## src/rtl/core/bzr_pkg.sv

```systemverilog
`timescale 1ns / 1ps
`default_nettype none
// ----------------------------------------------------------------------------
// bzr_pkg: shared types and constants of the buzzer tone sequencer
// Opcodes, register indexes and the command word passed to the back end.
// ----------------------------------------------------------------------------
package bzr_pkg;

    localparam logic [2:0] OP_TICK    = 3'd0;
    localparam logic [2:0] OP_NOTE    = 3'd1;
    localparam logic [2:0] OP_SILENCE = 3'd2;
    localparam logic [2:0] OP_BEEP    = 3'd3;
    localparam logic [2:0] OP_ALARM   = 3'd4;

    localparam logic [1:0] REG_TONE  = 2'd0;
    localparam logic [1:0] REG_DUTY  = 2'd1;
    localparam logic [1:0] REG_CLOCK = 2'd2;

    localparam logic [1:0] MODE_NONE = 2'd0;
    localparam logic [1:0] MODE_TWO  = 2'd1;
    localparam logic [1:0] MODE_NORM = 2'd2;

    localparam logic [17:0] RESET_PERIOD = 18'd181817;
    localparam logic [9:0]  NOTE_PRESCALE = 10'd999;

    // Reciprocal of 255 scaled by 2^34, rounded up. Exact for products below 2^26.
    localparam logic [26:0] RECIP_255 = 27'd67372037;

    // Classified command handed from front to back.
    typedef struct packed {
        logic [2:0]  op;
        logic [15:0] freq;
        logic [7:0]  duty;
        logic [30:0] dur;
        logic [1:0]  mode;
    } t_cmd;

endpackage
`default_nettype wire

```

## src/rtl/core/buzzer_tone_alarm_sequencer.sv

```systemverilog
`timescale 1ns / 1ps
`default_nettype none
// ----------------------------------------------------------------------------
// buzzer_tone_alarm_sequencer: PWM buzzer tone and alarm sequencer
// Top level: register file, command queue and execution back end.
// ----------------------------------------------------------------------------
// Every accepted item yields one result with the timer setting now in effect.
// Ticks and commands that change no tone offer their result once the back end
// has taken them from the queue; an item that plays a note first passes the
// 18-step period divider, a multiply state for period times duty and a
// reciprocal multiply that divides by 255. A two-entry queue lets items be
// taken while a result waits.
module buzzer_tone_alarm_sequencer (
    input  wire logic        i_clk,
    input  wire logic        i_rst_n,
    input  wire logic        i_valid,
    output logic             o_stall,
    input  wire logic [2:0]  i_opcode,
    input  wire logic [15:0] i_frequency_hz,
    input  wire logic [7:0]  i_duty_level,
    input  wire logic [30:0] i_duration_ms,
    input  wire logic [1:0]  i_requested_mode,
    input  wire logic        i_cfg_we,
    input  wire logic [1:0]  i_cfg_index,
    input  wire logic [16:0] i_cfg_data,
    output logic             o_valid,
    input  wire logic        i_stall,
    output logic [17:0]      o_period_count,
    output logic [17:0]      o_compare_count,
    output logic [9:0]       o_prescale_count,
    output logic [1:0]       o_alarm_mode,
    output logic             o_timer_active
);
    logic [15:0]   r_tone;
    logic [7:0]    r_duty;
    logic [16:0]   r_clk;
    bzr_pkg::t_cmd w_in, w_q;
    logic          w_qv, w_take;

    // Configuration registers.
    always_ff @(posedge i_clk) begin
        if (!i_rst_n) begin
            r_tone <= 16'd2700;
            r_duty <= 8'd128;
            r_clk <= 17'd80000;
        end else if (i_cfg_we) begin
            unique case (i_cfg_index)
                bzr_pkg::REG_TONE:  r_tone <= i_cfg_data[15:0];
                bzr_pkg::REG_DUTY:  r_duty <= i_cfg_data[7:0];
                bzr_pkg::REG_CLOCK: r_clk <= i_cfg_data;
                default:            r_clk <= r_clk;
            endcase
        end
    end

    assign w_in = '{op: i_opcode, freq: i_frequency_hz, duty: i_duty_level,
                    dur: i_duration_ms, mode: i_requested_mode};

    bzr_front u_front (
        .i_clk  (i_clk),
        .i_rst_n(i_rst_n),
        .i_valid(i_valid),
        .o_stall(o_stall),
        .i_cmd  (w_in),
        .o_valid(w_qv),
        .i_take (w_take),
        .o_cmd  (w_q)
    );

    bzr_back u_back (
        .i_clk       (i_clk),
        .i_rst_n     (i_rst_n),
        .i_valid     (w_qv),
        .o_take      (w_take),
        .i_cmd       (w_q),
        .i_alarm_tone(r_tone),
        .i_alarm_duty(r_duty),
        .i_clock_khz (r_clk),
        .o_valid     (o_valid),
        .i_stall     (i_stall),
        .o_period    (o_period_count),
        .o_compare   (o_compare_count),
        .o_prescale  (o_prescale_count),
        .o_mode      (o_alarm_mode),
        .o_active    (o_timer_active)
    );

    // The prescaler only ever holds zero or the note value.
    a_presc: assert property (@(posedge i_clk) disable iff (!i_rst_n)
        (o_prescale_count == 10'd0) || (o_prescale_count == 10'd999))
        else $error("prescaler out of range");
    // The queue only stalls its input while it holds an item.
    a_full: assert property (@(posedge i_clk) disable iff (!i_rst_n)
        o_stall |-> w_qv)
        else $error("stall with empty queue");
endmodule
`default_nettype wire

```

## src/rtl/core/bzr_front.sv

```systemverilog
`timescale 1ns / 1ps
`default_nettype none
// ----------------------------------------------------------------------------
// bzr_front: input acceptance and two-entry command queue
// Accepts items and buffers them until the back end takes them.
// ----------------------------------------------------------------------------
module bzr_front (
    input  wire logic          i_clk,
    input  wire logic          i_rst_n,
    input  wire logic          i_valid,
    output logic               o_stall,
    input  wire bzr_pkg::t_cmd i_cmd,
    output logic               o_valid,
    input  wire logic          i_take,
    output bzr_pkg::t_cmd      o_cmd
);
    bzr_pkg::t_cmd r_q [2];
    logic          r_wp, r_rp;
    logic [1:0]    r_cnt;
    logic          w_push, w_pop;

    assign o_stall = (r_cnt == 2'd2);
    assign w_push  = i_valid && !o_stall;
    assign o_valid = (r_cnt != 2'd0);
    assign w_pop   = o_valid && i_take;
    assign o_cmd   = r_q[r_rp];

    // Queue storage.
    always_ff @(posedge i_clk) begin
        if (w_push) begin
            r_q[r_wp] <= i_cmd;
        end
    end

    // Queue pointers and fill level.
    always_ff @(posedge i_clk) begin
        if (!i_rst_n) begin
            r_wp <= 1'b0;
            r_rp <= 1'b0;
            r_cnt <= 2'd0;
        end else begin
            if (w_push) r_wp <= ~r_wp;
            if (w_pop) r_rp <= ~r_rp;
            r_cnt <= r_cnt + {1'b0, w_push} - {1'b0, w_pop};
        end
    end
endmodule
`default_nettype wire

```

## src/rtl/core/bzr_div.sv

```systemverilog
`timescale 1ns / 1ps
`default_nettype none
// ----------------------------------------------------------------------------
// bzr_div: serial restoring divider
// Divides an 18-bit numerator by a 16-bit divisor, one quotient bit a cycle.
// ----------------------------------------------------------------------------
module bzr_div (
    input  wire logic        i_clk,
    input  wire logic        i_rst_n,
    input  wire logic        i_start,
    input  wire logic [17:0] i_num,
    input  wire logic [15:0] i_den,
    output logic             o_done,
    output logic [17:0]      o_quot
);
    logic [17:0] r_quot;
    logic [16:0] r_rem;
    logic [15:0] r_den;
    logic [4:0]  r_cnt;
    logic        r_busy;
    logic [16:0] w_trial;
    logic [17:0] w_diff;

    assign w_trial = {r_rem[15:0], r_quot[17]};
    assign w_diff  = {1'b0, w_trial} - {2'b00, r_den};
    assign o_quot  = r_quot;

    always_ff @(posedge i_clk) begin
        if (!i_rst_n) begin
            r_busy <= 1'b0;
            o_done <= 1'b0;
            r_cnt <= 5'd0;
        end else begin
            o_done <= 1'b0;
            if (i_start) begin
                r_busy <= 1'b1;
                r_cnt <= 5'd0;
            end else if (r_busy) begin
                r_cnt <= r_cnt + 5'd1;
                if (r_cnt == 5'd17) begin
                    r_busy <= 1'b0;
                    o_done <= 1'b1;
                end
            end
        end
    end

    // One quotient bit per cycle.
    always_ff @(posedge i_clk) begin
        if (i_start) begin
            r_quot <= i_num;
            r_rem <= 17'd0;
            r_den <= i_den;
        end else if (r_busy) begin
            if (!w_diff[17]) begin
                r_rem <= w_diff[16:0];
                r_quot <= {r_quot[16:0], 1'b1};
            end else begin
                r_rem <= w_trial;
                r_quot <= {r_quot[16:0], 1'b0};
            end
        end
    end
endmodule
`default_nettype wire

```

## src/rtl/core/bzr_back.sv

```systemverilog
`timescale 1ns / 1ps
`default_nettype none
// ----------------------------------------------------------------------------
// bzr_back: command execution and tone state
// Runs ticks and commands, computes period and compare, and holds a result.
// ----------------------------------------------------------------------------
module bzr_back (
    input  wire logic          i_clk,
    input  wire logic          i_rst_n,
    input  wire logic          i_valid,
    output logic               o_take,
    input  wire bzr_pkg::t_cmd i_cmd,
    input  wire logic [15:0]   i_alarm_tone,
    input  wire logic [7:0]    i_alarm_duty,
    input  wire logic [16:0]   i_clock_khz,
    output logic               o_valid,
    input  wire logic          i_stall,
    output logic [17:0]        o_period,
    output logic [17:0]        o_compare,
    output logic [9:0]         o_prescale,
    output logic [1:0]         o_mode,
    output logic               o_active
);
    typedef enum logic [4:0] {
        S_IDLE = 5'b00001,
        S_DIV  = 5'b00010,
        S_MUL  = 5'b00100,
        S_CDIV = 5'b01000,
        S_OUT  = 5'b10000
    } t_state;

    t_state      r_state;
    logic [17:0] r_period, r_compare;
    logic [9:0]  r_prescale;
    logic [31:0] r_off;
    logic        r_run;
    logic [1:0]  r_mode;
    logic [7:0]  r_duty;
    logic [25:0] r_prod;

    logic        w_start, w_done;
    logic [17:0] w_quot;
    logic [15:0] w_freq;
    logic [17:0] w_p, w_p1;
    logic [52:0] w_scaled;
    logic [31:0] w_o;
    logic        w_note, w_sil, w_stop, w_zero, w_clrmode;
    logic        w_neg;

    assign o_take = (r_state == S_IDLE) && i_valid;
    assign o_valid = (r_state == S_OUT);
    assign o_period = r_period;
    assign o_compare = r_compare;
    assign o_prescale = r_prescale;
    assign o_mode = r_mode;
    assign o_active = r_run;

    // Tick decode on the decremented offset.
    assign w_o = r_off - 32'd1;
    assign w_neg = w_o[31];
    always_comb begin
        w_note = 1'b0; w_sil = 1'b0; w_stop = 1'b0; w_zero = 1'b0; w_clrmode = 1'b0;
        unique case (r_mode)
            bzr_pkg::MODE_NONE: begin
                if (r_run && w_neg) begin w_sil = 1'b1; w_stop = 1'b1; end
            end
            bzr_pkg::MODE_TWO: begin
                if (!r_run) begin w_sil = 1'b1; w_clrmode = 1'b1; end
                else if (w_neg) begin
                    priority if ($signed(w_o) >= -32'sd100) w_note = 1'b1;
                    else if ($signed(w_o) >= -32'sd300) w_sil = 1'b1;
                    else if ($signed(w_o) >= -32'sd400) w_note = 1'b1;
                    else begin w_sil = 1'b1; w_stop = 1'b1; end
                end
            end
            bzr_pkg::MODE_NORM: begin
                if (!r_run) begin w_sil = 1'b1; w_clrmode = 1'b1; end
                else if (w_neg) begin
                    priority if ($signed(w_o) >= -32'sd50) w_note = 1'b1;
                    else if ($signed(w_o) >= -32'sd100) w_sil = 1'b1;
                    else if ($signed(w_o) >= -32'sd150) w_note = 1'b1;
                    else if ($signed(w_o) >= -32'sd200) w_sil = 1'b1;
                    else if ($signed(w_o) >= -32'sd250) w_note = 1'b1;
                    else if ($signed(w_o) >= -32'sd300) w_sil = 1'b1;
                    else if ($signed(w_o) < -32'sd999) w_zero = 1'b1;
                    else w_note = 1'b0;
                end
            end
            default: begin w_sil = 1'b1; w_clrmode = 1'b1; w_stop = 1'b1; end
        endcase
    end

    assign w_freq = (i_cmd.op == bzr_pkg::OP_TICK) ? i_alarm_tone : i_cmd.freq;
    assign w_start = o_take && (w_freq != 16'd0) &&
        ((i_cmd.op == bzr_pkg::OP_NOTE) || (i_cmd.op == bzr_pkg::OP_BEEP) ||
         ((i_cmd.op == bzr_pkg::OP_TICK) && w_note));
    assign w_p = w_quot - 18'd1;
    assign w_p1 = r_period + 18'd1;

    // Divide by 255 as a multiplication by its scaled reciprocal.
    assign w_scaled = {27'd0, r_prod} * {26'd0, bzr_pkg::RECIP_255};

    bzr_div u_div (
        .i_clk  (i_clk),
        .i_rst_n(i_rst_n),
        .i_start(w_start),
        .i_num  ({1'b0, i_clock_khz}),
        .i_den  (w_freq),
        .o_done (w_done),
        .o_quot (w_quot)
    );

    always_ff @(posedge i_clk) begin
        if (!i_rst_n) begin
            r_state <= S_IDLE;
            r_period <= bzr_pkg::RESET_PERIOD;
            r_compare <= 18'd0;
            r_prescale <= 10'd0;
            r_off <= 32'd0;
            r_run <= 1'b0;
            r_mode <= bzr_pkg::MODE_NONE;
        end else begin
            unique case (r_state)
                S_IDLE: begin
                    if (o_take) begin
                        r_state <= w_start ? S_DIV : S_OUT;
                        r_duty <= (i_cmd.op == bzr_pkg::OP_TICK) ? i_alarm_duty
                                                                 : i_cmd.duty;
                        unique case (i_cmd.op)
                            bzr_pkg::OP_TICK: begin
                                r_off <= w_zero ? 32'd0 : w_o;
                                if (w_sil) r_compare <= 18'd0;
                                if (w_stop) r_run <= 1'b0;
                                if (w_clrmode) r_mode <= bzr_pkg::MODE_NONE;
                            end
                            bzr_pkg::OP_SILENCE: r_compare <= 18'd0;
                            bzr_pkg::OP_BEEP: begin
                                r_off <= {1'b0, i_cmd.dur};
                                r_run <= 1'b1;
                                r_mode <= bzr_pkg::MODE_NONE;
                            end
                            bzr_pkg::OP_ALARM: begin
                                r_mode <= i_cmd.mode;
                                r_run <= 1'b1;
                                r_off <= 32'd0;
                            end
                            default: r_run <= r_run;
                        endcase
                    end
                end
                S_DIV: begin
                    if (w_done) begin
                        if (w_p != r_period) begin
                            r_period <= w_p;
                            r_prescale <= bzr_pkg::NOTE_PRESCALE;
                        end
                        r_state <= S_MUL;
                    end
                end
                S_MUL: begin
                    r_prod <= w_p1 * r_duty;
                    r_state <= S_CDIV;
                end
                S_CDIV: begin
                    // The quotient by 255 lands in the compare register.
                    r_compare <= w_scaled[51:34];
                    r_state <= S_OUT;
                end
                S_OUT: begin
                    if (!i_stall) r_state <= S_IDLE;
                end
                default: r_state <= S_IDLE;
            endcase
        end
    end
endmodule
`default_nettype wire
```

## config.mk

```make
export PLATFORM = sky130hd
export DESIGN_NAME = buzzer_tone_alarm_sequencer
export DESIGN_NICKNAME = d
export VERILOG_FILES = /design/src/rtl/core/bzr_pkg.sv /design/src/rtl/core/buzzer_tone_alarm_sequencer.sv /design/src/rtl/core/bzr_front.sv /design/src/rtl/core/bzr_div.sv /design/src/rtl/core/bzr_back.sv
export SDC_FILE = /design/constraint.sdc
export NUM_CORES = 1
export LEC_CHECK = 0
export ABC_AREA = 1
export BUFFER_PORTS_ARGS = -buffer_cell sky130_fd_sc_hd__buf_2
export CORE_ASPECT_RATIO = 1.75
export CORE_MARGIN = 5
export CORE_UTILIZATION = 57
export CTS_CLUSTER_SIZE = 40
export DETAILED_ROUTE_END_ITERATION = 8
export GPL_ROUTABILITY_DRIVEN = 0
export PLACE_DENSITY = 0.78
export SYNTH_ARGS = -nofsm -noshare
export SYNTH_HDL_FRONTEND = slang
export SYNTH_HIERARCHICAL = 1
export SYNTH_SLANG_ARGS = --single-unit
```

## constraint.sdc

```tcl
create_clock -name i_clk -period 6 [get_ports i_clk]
set_input_delay 0.6 -clock i_clk [delete_from_list [all_inputs] [get_ports i_clk]]
set_output_delay 0.6 -clock i_clk [all_outputs]
set_load 0.05 [all_outputs]
```

; Word-level counts from Yosys, hierarchy flattened
; Memory sizes are Yosys's and may differ from the RTL's. A register that Yosys moved wholly into a read port is not among the register bits.
; Cells that the tools add are included.
[totals]
register_bits = 213
mem_bits_rw = 120
in_bits = 84
output_inout_bits = 51
elab_cells = 175
n_memories = 1
[memory_table]
columns = name, depth, word_bits, rd, rd_clocked_by_memory_dff, wr, line_no
row1 = u_front.r_q, 2, 60, 1, 1, 1, bzr_front.sv:17  ; bzr_pkg::t_cmd r_q [2];
[op_classes]
add_sub_neg = 7
multipliers = 2
magnitude_cmp = 8
eq_ne = 23
n_mux = 74
n_bitwise = 4
reduce_logical = 34
[op_table]
columns = op, count
row1 = greater-or-equal comparator 32 x 9 -> 1 bit (second input constant), 3
row2 = case mux 32 bit (3 select lines), 1
row3 = case mux 18 bit (2 select lines), 2
row4 = greater-or-equal comparator 32 x 10 -> 1 bit (second input constant), 2
row5 = multiplier 26 x 27 -> 52 bit (second input constant), 1
row6 = two-way mux 1 bit, 51
row7 = two-way mux 18 bit, 2
row8 = two-way mux 17 bit, 2
row9 = greater-or-equal comparator 32 x 7 -> 1 bit (second input constant), 1
row10 = greater-or-equal comparator 32 x 8 -> 1 bit (second input constant), 1
row11 = less-than comparator 32 x 11 -> 1 bit (second input constant), 1
row12 = two-way mux 16 bit, 2
row13 = two-way mux 32 bit, 1
row14 = subtractor 32 x 1 -> 32 bit (second input constant), 1
row15 = multiplier 18 x 8 -> 26 bit, 1
row16 = case mux 5 bit (5 select lines), 1
row17 = two-way mux 5 bit, 4
row18 = adder 18 x 1 -> 18 bit (second input constant), 1
row19 = != test 18 bit, 1
row20 = subtractor 17 x 16 -> 18 bit, 1
row21 = subtractor 18 x 1 -> 18 bit (second input constant), 1
row22 = nonzero test 16 bit, 1
row23 = AND reduction 3 bit, 4
row24 = AND reduction 4 bit, 3
row25 = other kinds (33), 63

; Depth between registers and ports, before layout
; Gate-level depths: netlist of run 1.
[logic_depth]
depth_word = 16
ltp_mapped = 33
depth_no_buf = 32

; Cells and area by module
; Netlist of run 1, hierarchy kept.
[by_module_without_submodules]
columns = module, instances, cells_each, area_each_um2, seq_area_each_um2
row1 = bzr_back, 1, 2398, 16808.6, 2562.5
row2 = bzr_front, 1, 225, 4883.4, 3703.6
row3 = bzr_div, 1, 446, 3430.8, 1481.4
row4 = buzzer_tone_alarm_sequencer, 1, 246, 1677.9, 820.8

; Worst setup path before layout of run 1
; No wires, ideal clock.
[synth_path]
kind = register -> register
from = register u_back.r_period[0], in the netlist u_back/o_period[0]
to = register u_back.r_prod[24] (data pin)
setup_time_ps = 259
arrival_time_ps = 5997
required_ps = 5741
slack_ps = -256
stages_incl_launch_ff = 30
n_path_buf = 1
period_less_slack_ps = 6256
cell_sequence = dfxtp_1 buf_2 inv_1 nor3_1 nand4_1 nor2_1 nand2_1 nor2_1 inv_1 nor2_1 nand3_1 nor3_1 nand3_1 xor2_1 nor2_1 fa_1 inv_1 fa_1 fa_1 inv_1 fa_1 ha_1 a21oi_1 a21boi_0 o21ai_0 nand2_1 nand2_1 nand2_1 nand2_1 xor2_1
[synth_via]
elab_chain_cells = 2
[synth_lines]
columns = item, line_no
row1 = "start, declared", bzr_back.sv:33  ; logic [17:0] r_period, r_compare;
row2 = "start signal, assigned", bzr_back.sv:116  ; r_period <= bzr_pkg::RESET_PERIOD;
row3 = "start signal, assigned", bzr_back.sv:154  ; r_period <= w_p;
row4 = adder 18 x 1 -> 18 bit, bzr_back.sv:98  ; assign w_p1 = r_period + 18'd1;
row5 = multiplier 18 x 8 -> 26 bit, bzr_back.sv:161  ; r_prod <= w_p1 * r_duty;
row6 = "end signal, assigned", bzr_back.sv:161
row7 = "end, declared", bzr_back.sv:39  ; logic [25:0] r_prod;
; Every way passes these cells.
; A chain may end at the register's enable or synchronous reset.

; Worst setup path in the final report of run 1
[layout_path]
from = register u_back.r_period[1], in the netlist u_back/o_period[1]
to = register u_back.r_prod[23] (data pin)
; Same word-level chain as after synthesis.

==> metrics.yaml, run 1 <==
finClkSkew_ns: 0.02722
slowest_delay_ns: 0.54
path_clk_slew_ns: 0.07
fmaxAchievable_mhz: 171.9
crit_slowest_cell: "fa_1"
grt-ovfl-total: 0
htreeDepth: 2
first_global_vias: 22840
required_ns: 6.28
cts_max_path_buffers: 3
worst_pin_slew_ns: 1.073
ys_ff_latch: 334
start_kind: "flop"
stdcell_count: 4052
root_buffer: "clkbuf_16"
grt_max_degree: 72
cap_violations: 0
area_delta_synth_final_pct: 9.440
period_share_pct: 96.96
reg2reg_depth: 24
clock-sinks: 334
pin_count: 135
worst-r2r-setup-slack_ns: 0.18
drive_above_1_share_pct: 11.20
cts_tree: "yes"
wl_mm: 68.55
cp_max_fo: 5
fp.coreArea_mm2: 0.04677
dr.pass1.iters: 6
syn-instance-count: 3315
ys_warn_count: 6
die_w_um: 173.9
relSlewSlack_pct: 28.28
hpwl_mm: 54.22
post-route-drc-count: 0
outcome: "completed"
grt_pass1_wl_mm: 110.2
start_util_pct: 57.30
finalHoldViolations: 0
antenna_found_initial: 0
antenna_cells: 0
synth.distinct_cells: 56
setup_violations: 0
synth_edf_count: 188
path_depth: 24
worstPathArrival_ns: 6.10
min_period_ns: 5.818
fin_nets: 3913
synth-seq-area-share_pct: 31.97
async_reset_ff_share_pct: 0
syn-cell-area_mm2: 0.02680
viasPerCell: 5.555
io_buffers: 132
syn_avg_cell_area_um2: 8.085
cts_inserted_buffers: 34
crit_start: "u_back/o_period[1]$_SDFFE_PN0P_"
groute.usage.overall_pct: 25.99
fp.dieH_um: 296.9
dieArea_mm2: 0.05163
worst-setup-path-type: "flop to flop"
hp-class: "primary input to flop"
place_inst: 3987
clk_latency_ns: 0.54
timing.critical_path.buf_inv: 3
drtIter0Drc: 1438
ys.flop_type: "edfxtp_1"
crit_family: "adder cells"
min_from: "i_requested_mode[0]"
hold_depth: 1
wl_per_cell_um: 16.92
vias: 22510
rr_startpoint: "u_back/o_period[1]$_SDFFE_PN0P_"
postRouteAntennaNets: 0
maxSlewViolCount: 0
rsz0062_at_grt: "yes"
worstSetupEndpointType: "flop"
placementRows: 105
path_cells: "ha_1, nand4_1, nor2_1, buf_4, nand2_1, nand2_1, nor2_1, fa_1, inv_1, fa_1, fa_1, inv_1, fa_1, ha_1, nand2_1, a21oi_1, a211o_1, nor2_1, o21ai_0, nand2_1, a21oi_1, a21boi_0, o31ai_1, xor2_1"
==> metrics by stage <==
stage               area [µm²]  setup WS (ns)  hold WS, ns  utilization (%)  TNS (ns)
finish                   29330         0.1824       0.2444            62.71         0
global route             29330       -0.08667       0.2295            62.71   -0.1582
CTS                      29200       0.002050       0.2217            62.43         0
detailed placement       28010        -0.1995       0.4480            59.88   -0.2644
global placement         28010       -0.01316       0.4398            59.88  -0.01316
floorplan                26820        0.02165       0.4287                -         0
==> logic make-up after synthesis <==
kind of cell / share of synthesized area (%)
adder cells (fa/ha/maj): 21.98
other: 0.01399
AND/OR/NAND/NOR: 22.86
flip-flops: 31.97
AO/OA/AOI/OAI: 7.778
XOR/XNOR: 2.320
buffers and inverters: 9.715
multiplexers: 3.361
==> final cells by class <==
class	count	area, µm²
clock buffers	43	998.5
clock inverters	19	188.9
fillers	4036	17440
inverters	537	2016
multi-input cells	2349	15780
flip-flops and latches	334	8578
well taps	588	735.7
repair buffers	182	1039
==> final timing paths <==
check | endpoint
setup / recovery | u_back/r_prod[23]$_DFFE_PP_
hold / removal | u_front/r_q[0][0]$_DFFE_PP_
hold reg to reg | r_tone[9]$_SDFFE_PN1P_
setup reg to reg | u_back/r_prod[23]$_DFFE_PP_
==> timing repair <==
action / in CTS / in global routing
resized for setup: 2 / 30
hold buffers: 0 / 0
pin swaps: 0 / 5
endpoints found under the setup margin: 2 / 5
setup buffers: 0 / 3
==> sequential cells by signal, summed over array words and instances (netlist names), 2 cells and up, named ones only <==
register / cells
r_clk: 17
r_duty: 8
r_tone: 16
u_back/o_compare: 18
u_back/o_mode: 2
u_back/o_period: 18
u_back/r_duty: 8
u_back/r_off: 32
u_back/r_prod: 26
u_back/r_state: 5
u_back/u_div/o_quot: 18
u_back/u_div/r_cnt: 5
u_back/u_div/r_den: 16
u_back/u_div/r_rem: 16
u_front/r_cnt: 2
u_front/r_q: 120
==> cells in the final DEF, fill, tap and decap left out, drive strengths merged, types with 6 or more instances in the layout <==
cell    Yosys  final
fa        133    133
dfxtp     146    146
ha        258    258
nand4      79     79
nand3     161    161
edfxtp    188    188
clkbuf     50     43
xnor2      22     22
a31oi      18     18
xor2       49     49
nand2     765    765
nor4       13     13
clkinv      1     11
buf        47    182
o21a        6      6
mux2       60     60
o21ai     118    118
nor3       28     28
inv       536    540
nand3b     11     11
nor2      365    365
a21oi     215    215
==> per-layer routing <==
layer / vias up / track usage [%] / routed length (µm)
met1: 10450 / 25.37 / 23210
met2: 758 / 50.18 / 36540
li1: 10990 / - / -
met4: 0 / 17.10 / 5636
met3: 309 / 3.410 / 3156
met5: - / 0 / 0
==> worst reg2reg max path, delay by kind of cell (launching register included) <==
family / cells / cell delay, ns
buffers and inverters: 3 / 0.23
flip-flops: 1 / 0.36
AO/OA/AOI/OAI: 6 / 1.07
AND/OR/NAND/NOR: 8 / 1.22
adder cells (fa/ha/maj): 6 / 2.54
XOR/XNOR: 1 / 0.15
==> Yosys cell counts, types with 4 or more instances <==
library cell | instances | area share, %
a211oi_1 | 4 | 0.11
a21oi_1 | 213 | 4.0
a31oi_1 | 18 | 0.42
and3_1 | 4 | 0.093
buf_1 | 6 | 0.084
buf_12 | 6 | 0.45
buf_2 | 14 | 0.26
buf_4 | 14 | 0.39
buf_6 | 6 | 0.25
clkbuf_1 | 50 | 0.70
dfxtp_1 | 146 | 11
edfxtp_1 | 188 | 21
fa_1 | 133 | 9.9
ha_1 | 258 | 12
inv_1 | 530 | 7.4
inv_2 | 6 | 0.084
mux2_4 | 60 | 3.4
nand2_1 | 754 | 11
nand2_2 | 8 | 0.19
nand3_1 | 150 | 2.8
nand3_2 | 11 | 0.41
nand3b_1 | 11 | 0.31
nand4_1 | 79 | 1.8
nor2_1 | 349 | 4.9
nor2_2 | 9 | 0.21
nor2_4 | 7 | 0.29
nor2b_1 | 4 | 0.093
nor3_1 | 27 | 0.50
nor4_1 | 13 | 0.30
o211ai_1 | 5 | 0.14
o21a_1 | 6 | 0.17
o21ai_0 | 117 | 2.2
o31ai_1 | 4 | 0.11
or2_2 | 4 | 0.093
xnor2_1 | 22 | 0.72
xor2_1 | 49 | 1.6
Power of run 1 is left out: the tool's default activity adds up to more than one toggle a clock period on the data nets, which glitch-free logic cannot reach.
==> run 2, diff against run 1 <==
--- a/config.mk
+++ b/config.mk
@@ -9,11 +9,11 @@
 export BUFFER_PORTS_ARGS = -buffer_cell sky130_fd_sc_hd__buf_2
 export CORE_ASPECT_RATIO = 1.75
 export CORE_MARGIN = 5
-export CORE_UTILIZATION = 57
+export CORE_UTILIZATION = 68
 export CTS_CLUSTER_SIZE = 40
 export DETAILED_ROUTE_END_ITERATION = 8
 export GPL_ROUTABILITY_DRIVEN = 0
-export PLACE_DENSITY = 0.78
+export PLACE_DENSITY = 0.87
 export SYNTH_ARGS = -nofsm -noshare
 export SYNTH_HDL_FRONTEND = slang
 export SYNTH_HIERARCHICAL = 1
==> constraint.sdc (replaced) <==
create_clock -name i_clk -period 6.7 [get_ports i_clk]
set_input_delay 0.67 -clock i_clk [delete_from_list [all_inputs] [get_ports i_clk]]
set_output_delay 0.67 -clock i_clk [all_outputs]
set_load 0.05 [all_outputs]
==> metrics.yaml, run 2 (synthesized netlist as in run 1, its figures left out) <==
htreeDepth: 1
drtIter0Drc: 2122
worst_pin_slew_ns: 1.238
setup_violations: 0
post-route-drc-count: 0
cts_tree: "yes"
start_kind: "flop"
regMostFlops: "u_front/r_q"
crit_start: "u_back/o_period[0]$_SDFFE_PN1P_"
groute.usage.overall_pct: 32.30
path_depth: 28
start_util_pct: 68.44
period_share_pct: 94.18
min_period_ns: 6.310
cts_inserted_buffers: 31
finClkSkew_ns: 0.02059
slowest_delay_ns: 0.57
rr_startpoint: "u_back/o_period[0]$_SDFFE_PN1P_"
worstPathArrival_ns: 6.65
area_delta_synth_final_pct: 7.176
r2r_end: "u_back/r_prod[24]$_DFFE_PP_"
clock-sinks: 334
wl_per_cell_um: 18.22
final_cell_mix: "754 x nand2_1, 529 x inv_1, 346 x nor2_1"
crit_slowest_cell: "fa_1"
postRouteAntennaNets: 0
grt-ovfl-total: 0
fp.coreArea_mm2: 0.03916
top_regs: "u_front/r_q (120), u_back/r_off (32), u_back/r_prod (26)"
wl_mm: 71.30
finalHoldViolations: 0
drive_above_1_share_pct: 9.609
dieArea_mm2: 0.04364
reg2reg_depth: 28
final_common_cell: "nand2_1"
cp_max_fo: 11
grt_max_degree: 117
clk_latency_ns: 0.60
cts_max_path_buffers: 3
required_ns: 7.04
worst-setup-path-type: "flop to flop"
antenna_found_initial: 0
outcome: "completed"
dr.pass1.iters: 8
viasPerCell: 5.953
placementRows: 96
relSlewSlack_pct: 17.50
antenna_cells: 0
first_global_vias: 24370
root_buffer: "clkbuf_16"
hp-class: "primary input to flop"
crit_family: "adder cells"
fmaxAchievable_mhz: 158.5
hpwl_mm: 54.97
timing.critical_path.mode_cell: "nand2_1"
path_clk_slew_ns: 0.07
fp.dieH_um: 272.6
fin_nets: 3874
vias: 23300
worstSetupEndpointType: "flop"
crit_end: "u_back/r_prod[24]$_DFFE_PP_"
io_buffers: 132
timing.critical_path.buf_inv: 4
grt_pass1_wl_mm: 115.5
pin_count: 135
fin_area_mm2: 0.02872
place_area_mm2: 0.02761
largest_reg_flops: 120
die_w_um: 160.1
worst-r2r-setup-slack_ns: 0.39
cap_violations: 0
maxSlewViolCount: 0
[run 2: cell count changes in the layout (fill, tap and decap cells not counted), moves of 4 or more]
cell	change
buf_4	-36
clkbuf_16	-5
nor2_1	+5
clkbuf_8	-4
clkinv_2	-4
nor2_2	-4
[run 2: worst min-delay path by stage]
| stage | slack, ns | cells after the start | from | end |
|---|---|---|---|---|
| floorplan | 0.43 | 2 | r_clk[16]$_SDFFE_PN1P_ | r_clk[16]$_SDFFE_PN1P_ |
| global placement | 0.44 | 2 | r_clk[13]$_SDFFE_PN1P_ | r_clk[13]$_SDFFE_PN1P_ |
| detailed placement | 0.46 | 2 | r_tone[9]$_SDFFE_PN1P_ | r_tone[9]$_SDFFE_PN1P_ |
| CTS | 0.23 | 1 | i_frequency_hz[11] | u_front/r_q[0][52]$_DFFE_PP_ |
| global route | 0.23 | 1 | i_frequency_hz[11] | u_front/r_q[0][52]$_DFFE_PP_ |
| finish | 0.25 | 1 | i_frequency_hz[11] | u_front/r_q[1][52]$_DFFE_PP_ |
[run 2: worst reg2reg max path: cells and delay by family (launching register included)]
kind | cells | cell delay, ns
fa+ha+maj | 6 | 2.58
buf+inv | 4 | 0.41
simple gates | 14 | 1.96
xor+xnor | 1 | 0.14
flops | 1 | 0.34
compound gates | 3 | 0.62
[run 2: area by class of cell]
| cell class | instances | area, µm² |
|---|---|---|
| clock buffer | 37 | 829.5 |
| sequential | 334 | 8572 |
| tap | 490 | 613.1 |
| inverter | 537 | 2016 |
| timing repair buffer | 146 | 768.2 |
| fill | 2809 | 10430 |
| clock inverter | 21 | 205.2 |
| multi-input combinational | 2349 | 15720 |
[run 2: through the flow]
stage / std cells / hold slack (ns) / setup slack [ns] / utilization [%] / setup TNS (ns)
after floorplan: 3317 / 0.4287 / 0.4437 / - / 0
after global placement: 3855 / 0.4435 / 0.4512 / 70.52 / 0
after detailed placement: 3855 / 0.4554 / 0.2207 / 70.52 / 0
after CTS: 3913 / 0.2252 / 0.05293 / 73.16 / 0
after global routing: 3914 / 0.2332 / -0.03263 / 73.35 / -0.03263
final: 3914 / 0.2517 / 0.3900 / 73.35 / 0
[run 2: metal layers]
metal	track usage, %	wire length (µm)	vias to the layer above
met5	0	0	-
met4	24.20	6298	0
met3	4.633	4856	415
met2	60.64	37140	1159
met1	31.70	23000	10830
li1	-	-	10900
[run 2: what timing repair did]
item	in CTS	in global routing
endpoints found under the setup margin	0	6
buffers inserted	0	1
resized for setup	0	16
hold buffers	0	0
Power of run 2 is left out for the same reason.
